## src/rtl/first_fit_block_allocator_unit_defines.svh

```systemverilog
// ----------------------------------------------------------------------------
// first_fit_block_allocator_unit_defines
// Assertion macros used by the allocator top-level RTL.
// ----------------------------------------------------------------------------
`ifndef FIRST_FIT_BLOCK_ALLOCATOR_UNIT_DEFINES_SVH
`define FIRST_FIT_BLOCK_ALLOCATOR_UNIT_DEFINES_SVH

// same-cycle implication
`define FFBA_ASSERT_NOW(label, clk, rst_n, ante, cons, msg) \
    label: assert property (@(posedge clk) disable iff (!rst_n) (ante) |-> (cons)) \
        else $error(msg);

// next-cycle implication
`define FFBA_ASSERT_NEXT(label, clk, rst_n, ante, cons, msg) \
    label: assert property (@(posedge clk) disable iff (!rst_n) (ante) |=> (cons)) \
        else $error(msg);

`endif

```

## src/rtl/ffba_pkg.sv

```systemverilog
// ----------------------------------------------------------------------------
// ffba_pkg
// Constants, item types and control/status bundles of the block allocator.
// ----------------------------------------------------------------------------
`default_nettype none

package ffba_pkg;

    localparam int POOL_BLOCKS     = 1024;
    localparam int BLOCK_BYTES     = 512;
    localparam int RESERVED_BLOCKS = 16;

    localparam int ADDR_W      = 32;
    localparam int BLK_W       = $clog2(POOL_BLOCKS);
    localparam int BLOCK_SHIFT = $clog2(BLOCK_BYTES);
    localparam int ROW_BLOCKS  = 8;
    localparam int POS_W       = $clog2(ROW_BLOCKS);
    localparam int NUM_ROWS    = POOL_BLOCKS / ROW_BLOCKS;
    localparam int ROW_W       = BLK_W - POS_W;
    localparam int CNT_W       = BLK_W + 1;

    localparam logic [ADDR_W-1:0] POOL_BASE_RESET = 32'h0010_0000;

    // block states
    localparam logic [1:0] ST_FREE = 2'd0;
    localparam logic [1:0] ST_USED = 2'd1;
    localparam logic [1:0] ST_RSRV = 2'd2;

    // commands
    localparam logic [1:0] CMD_ALLOC = 2'd0;
    localparam logic [1:0] CMD_FREE  = 2'd1;
    localparam logic [1:0] CMD_QUERY = 2'd2;

    // result status
    localparam logic [2:0] RS_OK      = 3'd0;
    localparam logic [2:0] RS_ZERO    = 3'd1;
    localparam logic [2:0] RS_NOSPACE = 3'd2;
    localparam logic [2:0] RS_IGNORED = 3'd3;
    localparam logic [2:0] RS_CORRUPT = 3'd4;
    localparam logic [2:0] RS_OUTPOOL = 3'd5;

    typedef struct packed {
        logic [1:0]        cmd;
        logic [ADDR_W-1:0] size_bytes;
        logic [ADDR_W-1:0] address;
    } req_t;

    typedef struct packed {
        logic [2:0]        status;
        logic [ADDR_W-1:0] result_address;
        logic              in_use;
    } rsp_t;

    // one memory row: end marks and states of ROW_BLOCKS blocks
    typedef struct packed {
        logic [ROW_BLOCKS-1:0]      endm;
        logic [ROW_BLOCKS-1:0][1:0] st;
    } row_t;

    typedef struct packed {
        logic       load;
        logic       clr_wr;
        logic       row_zero;
        logic       row_inc;
        logic       row_next;
        logic       row_hit;
        logic       rd;
        logic       run_clr;
        logic       run_upd;
        logic       mark_wr;
        logic       free_wr;
        logic       fin;
        logic [2:0] fin_status;
    } ctl_t;

    typedef struct packed {
        logic [1:0] cmd;
        logic       size_zero;
        logic       too_big;
        logic       out_pool;
        logic       row_last;
        logic       data_last;
        logic       hit;
        logic       mark_last;
        logic       free_bad_first;
        logic       free_done;
        logic       free_corrupt;
        logic       can_fin;
    } sts_t;

    function automatic row_t reset_row(input logic [ROW_W-1:0] row);
        row_t r;
        int   idx;
        for (int k = 0; k < ROW_BLOCKS; k++)
        begin
            idx       = int'(row) * ROW_BLOCKS + k;
            r.st[k]   = (idx < RESERVED_BLOCKS) ? ST_RSRV : ST_FREE;
            r.endm[k] = (idx < RESERVED_BLOCKS - 1) ? 1'b0 : 1'b1;
        end
        return r;
    endfunction

endpackage

`default_nettype wire

```

## src/rtl/first_fit_block_allocator_unit.sv

```systemverilog
// ----------------------------------------------------------------------------
// first_fit_block_allocator_unit
// First-fit allocator over a pool of fixed-size blocks with reserved head.
//
//   channel  direction  handshake             payload
//   req      in         req_valid/req_stall   ffba_pkg::req_t
//   rsp      out        rsp_valid/rsp_stall   ffba_pkg::rsp_t
//   cfg      in         cfg_we                cfg_wdata (pool base)
//
// One item at a time; the table is held as 128 rows of eight blocks.
// Allocate: scan of up to 128 rows, then a read and a write per row of the run.
// Free: a read and a write per row walked. Query and rejected requests go from
// dispatch to the result. After reset a clearing pass runs with req_stall high.
// rsp is registered; a new item is taken while a result waits on rsp_stall,
// and its result is held back until that one leaves.
// ----------------------------------------------------------------------------
`default_nettype none
`include "first_fit_block_allocator_unit_defines.svh"

module first_fit_block_allocator_unit (
    input  wire logic          clk,
    input  wire logic          rst_n,
    input  wire logic          req_valid,
    output logic               req_stall,
    input  wire ffba_pkg::req_t req,
    output logic               rsp_valid,
    input  wire logic          rsp_stall,
    output ffba_pkg::rsp_t     rsp,
    input  wire logic          cfg_we,
    input  wire logic [31:0]   cfg_wdata
);

    import ffba_pkg::*;

    ctl_t ctl;
    sts_t sts;

    ffba_ctrl u_ctrl (
        .clk       (clk),
        .rst_n     (rst_n),
        .req_valid (req_valid),
        .req_stall (req_stall),
        .sts       (sts),
        .ctl       (ctl)
    );

    ffba_dpath u_dpath (
        .clk       (clk),
        .rst_n     (rst_n),
        .req       (req),
        .rsp_valid (rsp_valid),
        .rsp_stall (rsp_stall),
        .rsp       (rsp),
        .cfg_we    (cfg_we),
        .cfg_wdata (cfg_wdata),
        .ctl       (ctl),
        .sts       (sts)
    );

    `FFBA_ASSERT_NEXT(a_one_item, clk, rst_n, req_valid && !req_stall, req_stall, "item taken while busy")
    `FFBA_ASSERT_NOW(a_status_range, clk, rst_n, rsp_valid, rsp.status <= RS_OUTPOOL, "bad status")
    `FFBA_ASSERT_NOW(a_addr_ok_only, clk, rst_n, rsp_valid && rsp.status != RS_OK, rsp.result_address == '0, "address on failure")
    `FFBA_ASSERT_NOW(a_use_ok_only, clk, rst_n, rsp_valid && rsp.in_use, rsp.status == RS_OK, "in-use flag on failure")

endmodule

`default_nettype wire

```

## src/rtl/ffba_ctrl.sv

```systemverilog
// ----------------------------------------------------------------------------
// ffba_ctrl
// Sequencer: clearing pass, command dispatch, scan, mark, free walk, result.
// ----------------------------------------------------------------------------
`default_nettype none

module ffba_ctrl (
    input  wire logic          clk,
    input  wire logic          rst_n,
    input  wire logic          req_valid,
    output logic               req_stall,
    input  wire ffba_pkg::sts_t sts,
    output ffba_pkg::ctl_t     ctl
);

    import ffba_pkg::*;

    localparam logic [3:0] S_CLEAR      = 4'd0;
    localparam logic [3:0] S_IDLE       = 4'd1;
    localparam logic [3:0] S_DISP       = 4'd2;
    localparam logic [3:0] S_SCAN_RD    = 4'd3;
    localparam logic [3:0] S_SCAN       = 4'd4;
    localparam logic [3:0] S_MARK_RD    = 4'd5;
    localparam logic [3:0] S_MARK_WR    = 4'd6;
    localparam logic [3:0] S_FREE_FIRST = 4'd7;
    localparam logic [3:0] S_FREE_RD    = 4'd8;
    localparam logic [3:0] S_FREE_NEXT  = 4'd9;
    localparam logic [3:0] S_FIN        = 4'd10;

    logic [3:0] state_reg;
    logic [3:0] state_next;
    logic [2:0] stat_reg;
    logic [2:0] stat_next;

    always_ff @(posedge clk or negedge rst_n)
    begin
        if (!rst_n)
        begin
            state_reg <= S_CLEAR;
            stat_reg  <= RS_OK;
        end
        else
        begin
            state_reg <= state_next;
            stat_reg  <= stat_next;
        end
    end

    assign req_stall = (state_reg != S_IDLE);

    always_comb
    begin
        ctl        = '0;
        state_next = state_reg;
        stat_next  = stat_reg;
        case (state_reg)
            S_CLEAR:
            begin
                ctl.clr_wr  = 1'b1;
                ctl.row_inc = 1'b1;
                if (sts.row_last)
                begin
                    state_next = S_IDLE;
                end
            end
            S_IDLE:
            begin
                if (req_valid)
                begin
                    ctl.load   = 1'b1;
                    state_next = S_DISP;
                end
            end
            S_DISP:
            begin
                case (sts.cmd)
                    CMD_ALLOC:
                    begin
                        if (sts.size_zero)
                        begin
                            stat_next  = RS_ZERO;
                            state_next = S_FIN;
                        end
                        else if (sts.too_big)
                        begin
                            stat_next  = RS_NOSPACE;
                            state_next = S_FIN;
                        end
                        else
                        begin
                            ctl.row_zero = 1'b1;
                            ctl.run_clr  = 1'b1;
                            state_next   = S_SCAN_RD;
                        end
                    end
                    CMD_FREE:
                    begin
                        if (sts.out_pool)
                        begin
                            stat_next  = RS_OUTPOOL;
                            state_next = S_FIN;
                        end
                        else
                        begin
                            ctl.rd     = 1'b1;
                            state_next = S_FREE_FIRST;
                        end
                    end
                    CMD_QUERY:
                    begin
                        if (sts.out_pool)
                        begin
                            stat_next = RS_OUTPOOL;
                        end
                        else
                        begin
                            ctl.rd    = 1'b1;
                            stat_next = RS_OK;
                        end
                        state_next = S_FIN;
                    end
                    default:
                    begin
                        stat_next  = RS_OK;
                        state_next = S_FIN;
                    end
                endcase
            end
            S_SCAN_RD:
            begin
                ctl.rd      = 1'b1;
                ctl.row_inc = 1'b1;
                state_next  = S_SCAN;
            end
            S_SCAN:
            begin
                if (sts.hit)
                begin
                    ctl.row_hit = 1'b1;
                    state_next  = S_MARK_RD;
                end
                else if (sts.data_last)
                begin
                    stat_next  = RS_NOSPACE;
                    state_next = S_FIN;
                end
                else
                begin
                    ctl.run_upd = 1'b1;
                    ctl.rd      = 1'b1;
                    ctl.row_inc = 1'b1;
                end
            end
            S_MARK_RD:
            begin
                ctl.rd     = 1'b1;
                state_next = S_MARK_WR;
            end
            S_MARK_WR:
            begin
                ctl.mark_wr = 1'b1;
                if (sts.mark_last)
                begin
                    stat_next  = RS_OK;
                    state_next = S_FIN;
                end
                else
                begin
                    ctl.row_inc = 1'b1;
                    state_next  = S_MARK_RD;
                end
            end
            S_FREE_FIRST, S_FREE_NEXT:
            begin
                if (state_reg == S_FREE_FIRST && sts.free_bad_first)
                begin
                    stat_next  = RS_IGNORED;
                    state_next = S_FIN;
                end
                else
                begin
                    ctl.free_wr = 1'b1;
                    if (sts.free_done)
                    begin
                        stat_next  = RS_OK;
                        state_next = S_FIN;
                    end
                    else if (sts.free_corrupt || sts.data_last)
                    begin
                        stat_next  = RS_CORRUPT;
                        state_next = S_FIN;
                    end
                    else
                    begin
                        ctl.row_next = 1'b1;
                        state_next   = S_FREE_RD;
                    end
                end
            end
            S_FREE_RD:
            begin
                ctl.rd     = 1'b1;
                state_next = S_FREE_NEXT;
            end
            S_FIN:
            begin
                if (sts.can_fin)
                begin
                    ctl.fin        = 1'b1;
                    ctl.fin_status = stat_reg;
                    state_next     = S_IDLE;
                end
            end
            default:
            begin
                state_next = S_IDLE;
            end
        endcase
    end

endmodule

`default_nettype wire

```

## src/rtl/ffba_dpath.sv

```systemverilog
// ----------------------------------------------------------------------------
// ffba_dpath
// Block table memory (rows of eight blocks), row scan, run marking,
// free walk, address mapping and the result register.
// ----------------------------------------------------------------------------
`default_nettype none

module ffba_dpath (
    input  wire logic          clk,
    input  wire logic          rst_n,
    input  wire ffba_pkg::req_t req,
    output logic               rsp_valid,
    input  wire logic          rsp_stall,
    output ffba_pkg::rsp_t     rsp,
    input  wire logic          cfg_we,
    input  wire logic [31:0]   cfg_wdata,
    input  wire ffba_pkg::ctl_t ctl,
    output ffba_pkg::sts_t     sts
);

    import ffba_pkg::*;

    row_t              mem [NUM_ROWS];
    row_t              rdata_reg;
    logic [ROW_W-1:0]  data_row_reg;
    logic [ROW_W-1:0]  row_reg;
    logic [ROW_W-1:0]  row_next;
    logic [ADDR_W-1:0] pool_base_reg;
    logic              out_valid_reg;
    logic              out_valid_next;
    rsp_t              rsp_reg;

    logic [1:0]        cmd_reg;
    logic              zero_reg;
    logic              big_reg;
    logic              oop_reg;
    logic [CNT_W-1:0]  needed_reg;
    logic [BLK_W-1:0]  blk_reg;
    logic [BLK_W-1:0]  end_reg;
    logic [CNT_W-1:0]  run_reg;

    // request decode
    logic [ADDR_W:0]   size_sum;
    logic [ADDR_W:0]   needed_full;
    logic [ADDR_W-1:0] offset;
    logic              oop_in;
    logic [BLK_W-1:0]  blk_in;

    assign size_sum    = {1'b0, req.size_bytes} + (ADDR_W+1)'(BLOCK_BYTES - 1);
    assign needed_full = size_sum >> BLOCK_SHIFT;
    assign offset      = req.address - pool_base_reg;
    assign oop_in      = (req.address < pool_base_reg)
                      || ((offset >> (BLOCK_SHIFT + BLK_W)) != '0);
    assign blk_in      = offset[BLOCK_SHIFT +: BLK_W];

    // first-fit scan over one row
    logic [CNT_W-1:0] run_cur;
    logic             hit;
    logic [POS_W-1:0] hit_pos;
    logic [BLK_W-1:0] hit_end;
    logic [CNT_W-1:0] hit_start;

    always_comb
    begin
        run_cur = run_reg;
        hit     = 1'b0;
        hit_pos = '0;
        for (int k = 0; k < ROW_BLOCKS; k++)
        begin
            if (rdata_reg.st[k] == ST_FREE)
            begin
                run_cur = run_cur + 1'b1;
                if (!hit && run_cur >= needed_reg)
                begin
                    hit     = 1'b1;
                    hit_pos = POS_W'(k);
                end
            end
            else
            begin
                run_cur = '0;
            end
        end
    end

    assign hit_end   = {data_row_reg, hit_pos};
    assign hit_start = {1'b0, hit_end} + 1'b1 - needed_reg;

    // run marking
    row_t marked_row;

    always_comb
    begin
        marked_row = rdata_reg;
        for (int k = 0; k < ROW_BLOCKS; k++)
        begin
            if ({data_row_reg, POS_W'(k)} >= blk_reg && {data_row_reg, POS_W'(k)} <= end_reg)
            begin
                marked_row.st[k]   = ST_USED;
                marked_row.endm[k] = ({data_row_reg, POS_W'(k)} == end_reg);
            end
        end
    end

    // free walk over one row, starting at blk_reg's position
    logic [POS_W-1:0] fpos;
    logic             going;
    logic             free_done;
    logic             free_corrupt;
    row_t             freed_row;

    assign fpos = blk_reg[POS_W-1:0];

    always_comb
    begin
        going        = 1'b1;
        free_done    = 1'b0;
        free_corrupt = 1'b0;
        freed_row    = rdata_reg;
        for (int k = 0; k < ROW_BLOCKS; k++)
        begin
            if (POS_W'(k) >= fpos && going)
            begin
                if (rdata_reg.st[k] != ST_USED)
                begin
                    free_corrupt = 1'b1;
                    going        = 1'b0;
                end
                else
                begin
                    freed_row.st[k] = ST_FREE;
                    if (rdata_reg.endm[k])
                    begin
                        free_done = 1'b1;
                        going     = 1'b0;
                    end
                end
            end
        end
    end

    // memory
    logic             wr_en;
    logic [ROW_W-1:0] wr_addr;
    row_t             wr_data;

    always_comb
    begin
        wr_en   = ctl.clr_wr | ctl.mark_wr | ctl.free_wr;
        wr_addr = data_row_reg;
        wr_data = freed_row;
        if (ctl.clr_wr)
        begin
            wr_addr = row_reg;
            wr_data = reset_row(row_reg);
        end
        else if (ctl.mark_wr)
        begin
            wr_data = marked_row;
        end
    end

    always_ff @(posedge clk)
    begin
        if (wr_en)
        begin
            mem[wr_addr] <= wr_data;
        end
    end

    always_ff @(posedge clk)
    begin
        if (ctl.rd)
        begin
            rdata_reg    <= mem[row_reg];
            data_row_reg <= row_reg;
        end
    end

    // row pointer and control registers
    always_comb
    begin
        row_next = row_reg;
        if (ctl.load)
        begin
            row_next = blk_in[BLK_W-1:POS_W];
        end
        else if (ctl.row_zero)
        begin
            row_next = '0;
        end
        else if (ctl.row_hit)
        begin
            row_next = hit_start[BLK_W-1:POS_W];
        end
        else if (ctl.row_next)
        begin
            row_next = data_row_reg + 1'b1;
        end
        else if (ctl.row_inc)
        begin
            row_next = row_reg + 1'b1;
        end
    end

    assign out_valid_next = ctl.fin ? 1'b1 : (out_valid_reg & rsp_stall);

    always_ff @(posedge clk or negedge rst_n)
    begin
        if (!rst_n)
        begin
            row_reg       <= '0;
            out_valid_reg <= 1'b0;
            pool_base_reg <= POOL_BASE_RESET;
        end
        else
        begin
            row_reg       <= row_next;
            out_valid_reg <= out_valid_next;
            if (cfg_we)
            begin
                pool_base_reg <= cfg_wdata;
            end
        end
    end

    // item registers
    always_ff @(posedge clk)
    begin
        if (ctl.load)
        begin
            cmd_reg    <= req.cmd;
            zero_reg   <= (req.size_bytes == '0);
            big_reg    <= (needed_full > (ADDR_W+1)'(POOL_BLOCKS));
            oop_reg    <= oop_in;
            needed_reg <= needed_full[CNT_W-1:0];
            blk_reg    <= blk_in;
        end
        else if (ctl.row_hit)
        begin
            blk_reg <= hit_start[BLK_W-1:0];
            end_reg <= hit_end;
        end
        else if (ctl.row_next)
        begin
            blk_reg <= {data_row_reg + 1'b1, POS_W'(0)};
        end

        if (ctl.run_clr)
        begin
            run_reg <= '0;
        end
        else if (ctl.run_upd)
        begin
            run_reg <= run_cur;
        end

        if (ctl.fin)
        begin
            rsp_reg.status         <= ctl.fin_status;
            rsp_reg.result_address <= (cmd_reg == CMD_ALLOC && ctl.fin_status == RS_OK)
                ? pool_base_reg + ADDR_W'({blk_reg, {BLOCK_SHIFT{1'b0}}})
                : '0;
            rsp_reg.in_use         <= (cmd_reg == CMD_QUERY && ctl.fin_status == RS_OK)
                && (rdata_reg.st[fpos] != ST_FREE);
        end
    end

    assign rsp_valid = out_valid_reg;
    assign rsp       = rsp_reg;

    always_comb
    begin
        sts.cmd            = cmd_reg;
        sts.size_zero      = zero_reg;
        sts.too_big        = big_reg;
        sts.out_pool       = oop_reg;
        sts.row_last       = (row_reg == ROW_W'(NUM_ROWS - 1));
        sts.data_last      = (data_row_reg == ROW_W'(NUM_ROWS - 1));
        sts.hit            = hit;
        sts.mark_last      = (data_row_reg == end_reg[BLK_W-1:POS_W]);
        sts.free_bad_first = (rdata_reg.st[fpos] != ST_USED);
        sts.free_done      = free_done;
        sts.free_corrupt   = free_corrupt;
        sts.can_fin        = !out_valid_reg || !rsp_stall;
    end

endmodule

`default_nettype wire
```

## config.mk

```make
export PLATFORM = sky130hd
export DESIGN_NAME = first_fit_block_allocator_unit
export DESIGN_NICKNAME = d
export VERILOG_FILES = /design/src/rtl/ffba_pkg.sv /design/src/rtl/first_fit_block_allocator_unit.sv /design/src/rtl/ffba_ctrl.sv /design/src/rtl/ffba_dpath.sv
export VERILOG_INCLUDE_DIRS = /design/src /design/src/rtl
export SDC_FILE = /design/constraint.sdc
export NUM_CORES = 2
export LEC_CHECK = 0
export BUFFER_PORTS_ARGS = -buffer_cell sky130_fd_sc_hd__buf_2
export CAP_MARGIN = 0
export CORE_AREA = 3 3 579 581
export DETAILED_ROUTE_END_ITERATION = 16
export DIE_AREA = 0 0 582 584
export GPL_TIMING_DRIVEN = 1
export PLACE_DENSITY = 0.56
export SLEW_MARGIN = 20
export SYNTH_ARGS = -nofsm -noshare
export SYNTH_HDL_FRONTEND = slang
export SYNTH_HIERARCHICAL = 1
export SYNTH_SLANG_ARGS = --single-unit
```

## constraint.sdc

```tcl
create_clock -name clk -period 8.3 [get_ports clk]
set_input_delay 0.415 -clock clk [delete_from_list [all_inputs] [get_ports clk]]
set_output_delay 0.415 -clock clk [all_outputs]
set_load 0.005 [all_outputs]
```

==> key figures <==
Clock network
  – CTS tree: done
  – Clock Latency Late Sink: 0.93 ns
  – Clock Sinks: roughly 3.2k
  – Number of buffers created by CTS: between 300 and 400
  – H-tree depth: 5
  – CTS clk-pin slew, worst paths: about 0.070 ns
  – CTS root buffer: clkbuf_16
  – Clock Tree Buf Depth: 4

Setup path
  – Crit Path Max Fanout: 5
  – Most used cell along the critical path: o21a_1
  – Worst stage delay on the critical path: 0.42 ns
  – Worst EP required: around 9 ns
  – CP startpoint kind: flip-flop
  – Worst Setup End Kind: flip-flop
  – Critical path class: flip-flop to flip-flop
  – Crit path max-delay cell type: edfxtp_1
  – CP Data Arrival Time: about 8.9 ns

Yosys
  – Average size of a mapped cell: a little over 20 um2
  – Top post-synthesis cells by area: edfxtp_1, mux4_2, ha_1
  – Distinct cells, synth: 100
  – Synth warnings: 6
  – Predominant post-synthesis flop cell: edfxtp_1
  – Asr flop ratio synth: 0.0145
  – Sequential-to-total area share from yosys stat: 0.732
  – Multiplexer share of the synthesized area: 0.171
  – Most frequent cell after synthesis: edfxtp_1
  – Post-synthesis sequential element count: roughly 3.2k
  – Simple-gate share of the synthesized area: 0.0323
  – Largest family of logic cells by synthesized area: multiplexers
  – Adder-Cell Fraction of Synth Area: 0.0168
  – Most common library cells after synthesis: edfxtp_1, mux4_2, nor2_1
  – Yosys top cell by area: edfxtp_1
  – Xor-xnor portion of the synthesized cell area: 0.00692
  – Syn nets: 6,741
  – Cell count after synthesis: between 6k and 7k
  – Post-synth top area share: 0.722
  – Post-synthesis compound-gate area fraction: 0.0283
  – Post-synth EDFFs: 3,175
  – Mapped Area: about 130,000 um2

Layout
  – Fill count: 27.3k
  – Fin nets: 7,360
  – Share of layout cells above drive strength 1: 0.311
  – Design area: between 150,000 and 200,000 um2
  – Area growth syn-to-layout: 16.5%
  – Max reg flops: between 3k and 4k
  – Fin util: 0.466
  – Non-Filler Instances: 11.7k

Floorplan
  – Core Area: around 330,000 um2
  – Die Span Y: slightly below 600 um
  – Row Count: ~210
  – Initial core utilization: 0.400
  – Die W: 582 um
  – Num ports: approximately 140
  – Area of the die: roughly 340,000 um2

Routing
  – Vias: a little under 70k
  – 1st-iter DRT viols: just over 7k
  – DRC: 0
  – Routed wire per std cell: 31.2 um
  – Routed vias/inst: 5.78
  – Post-Route WL: between 300 and 400 mm
  – Drt pass-1 iters: 5
  – Antenna-violating nets left: 0

Timing
  – Final hold vios: 0
  – Final Critical Period: approximately 8.2 ns
  – Setup violations, final: 0
  – F_max: 121 MHz
  – Fin crit share: 0.994
  – Setup ws final: just over 0.05 ns
  – Worst slew pin tran: roughly 1.2 ns
  – Rel. slew slack: 0.223
  – Worst Skew: approximately 0.059 ns
  – RSZ-0062 raised after global routing: true
  – Max-slew violations: 0

Global route
  – All-Layer GR Usage: 0.213
  – Global-route wire length before repair: roughly 520 mm
  – Total grt overflow: 0
  – Initial antenna violation count: 17
  – Vias in the first global route: slightly below 70k
  – Largest net degree at the start of global routing: 113

Power
  – Peak supply drop: 0.322 mV
  – P per Cell Area: ~380 nW/um2
  – Sw power: between 20 and 25 mW
  – Power consumption: between 50 and 60 mW
  – Int Power: 37.6 mW
  – Clock share of power: 0.255
  – Sequential share of power: 0.396
  – Leakage power: between 40 and 50 nW
  – Logic pwr share: 0.350
  – Sw frac: 0.349

Placement
  – Port-buffer cells: 140
  – Post-DP Area: ~140,000 um2
  – Dpl ws: -0.564 ns
  – DP Wirelength: 212 mm
  – Routability cong.: slightly below 0.9
  – Placed Cells: around 11k

Worst hold path
  – Min-Delay Path Class: primary input to flip-flop

Run
  – Max-Cap Viols: 0

Outcome
  – Status: complete, no violations
-- kinds of logic after synthesis --
kind of cell             Yosys count
buffers and inverters            444
multiplexers                    1052
adder cells (fa/ha/maj)          176
AND/OR/NAND/NOR                  886
AO/OA/AOI/OAI                    570
XOR/XNOR                         101
flip-flops                      3233
-- layer usage --
metal,global-route usage,share of wire,vias to the layer above
met5,0,0.000074,-
met4,0.0670,0.031,4
met3,0.0402,0.074,474
met2,0.346,0.48,2479
met1,0.294,0.41,36657
li1,-,-,28164
-- cells in the final DEF, fill, tap and decap left out, types with 75 or more instances in the layout --
cell type	netlist	final
a21oi_1	130	120
buf_2	8	140
buf_4	9	338
clkbuf_16	0	342
edfxtp_1	3175	3175
ha_1	174	166
inv_1	123	119
mux2i_1	78	75
mux4_2	956	956
nand2_1	210	202
nor2_1	308	176
nor2_4	0	117
o21ai_0	142	122
-- power groups by stage --
stage / sequential (mW) / combinational (mW) / clock, mW
3_3_place_gp: 23.1 / 19.8 / 0
2_1_floorplan: 23.6 / 11.4 / 0
5_1_grt: 22.9 / 21.4 / 15.7
3_5_place_dp: 23.2 / 20.2 / 0
6_report: 22.8 / 20.2 / 14.7
4_1_cts: 22.8 / 20.3 / 15.0
-- worst max-delay path, delay by kind of cell, from the launching register on --
family	cells	cell delay, ns
compound gates	21	3.57
fa+ha+maj	6	1.49
simple gates	12	1.35
xor+xnor	4	0.67
buf+inv	4	0.54
flops	1	0.42
-- stage by stage --
stage | TNS [ns] | hold slack [ns]
final | 0 | 0.0857
after global routing | -1.61 | 0.0837
after CTS | 0 | 0.0119
after detailed placement | -3.51 | 0.512
after global placement | -2.82 | 0.512
after floorplan | -117.24 | 0.119
-- worst paths after layout --
| kind | start | to | slack [ns] | cells past startpoint |
|---|---|---|---|---|
| worst max-delay path | u_dpath/rdata_reg[0] | u_dpath/blk_reg[9] | 0.05 | 47 |
| worst min-delay path | req_valid | u_ctrl/state_reg[0] | 0.09 | 5 |
| worst max register to register | u_dpath/rdata_reg[0] | u_dpath/blk_reg[9] | 0.05 | 47 |
| worst min register to register | u_ctrl/stat_reg[2] | u_ctrl/stat_reg[2] | 0.52 | 1 |
| max in group asynchronous | rst_n | u_dpath/row_reg[3] | 7.59 | 3 |
| min in group asynchronous | rst_n | u_dpath/pool_base_reg[31] | 0.16 | 3 |
-- area by class of cell --
class	instances	area [um2]	share of cell area
sequential	3233	96800	0.629
multi-input combinational	2785	35400	0.230
clock buffer	412	8840	0.0575
tap	4366	5460	0.0355
timing repair buffer	599	5090	0.0331
clock inverter	193	1820	0.0118
inverter	127	477	0.00310
antenna	8	20.0	0.000130
-- timing repair --
action | CTS | global route
endpoints found under the setup margin | 10 | 16
hold endpoints to repair | 97 | 0
pin swaps | 42 | 75
hold buffers | 63 | 0
resized for setup | 51 | 60
setup buffers | 12 | 13
cloned | 0 | 0
Note: power is estimated with default switching activity, not from simulation.
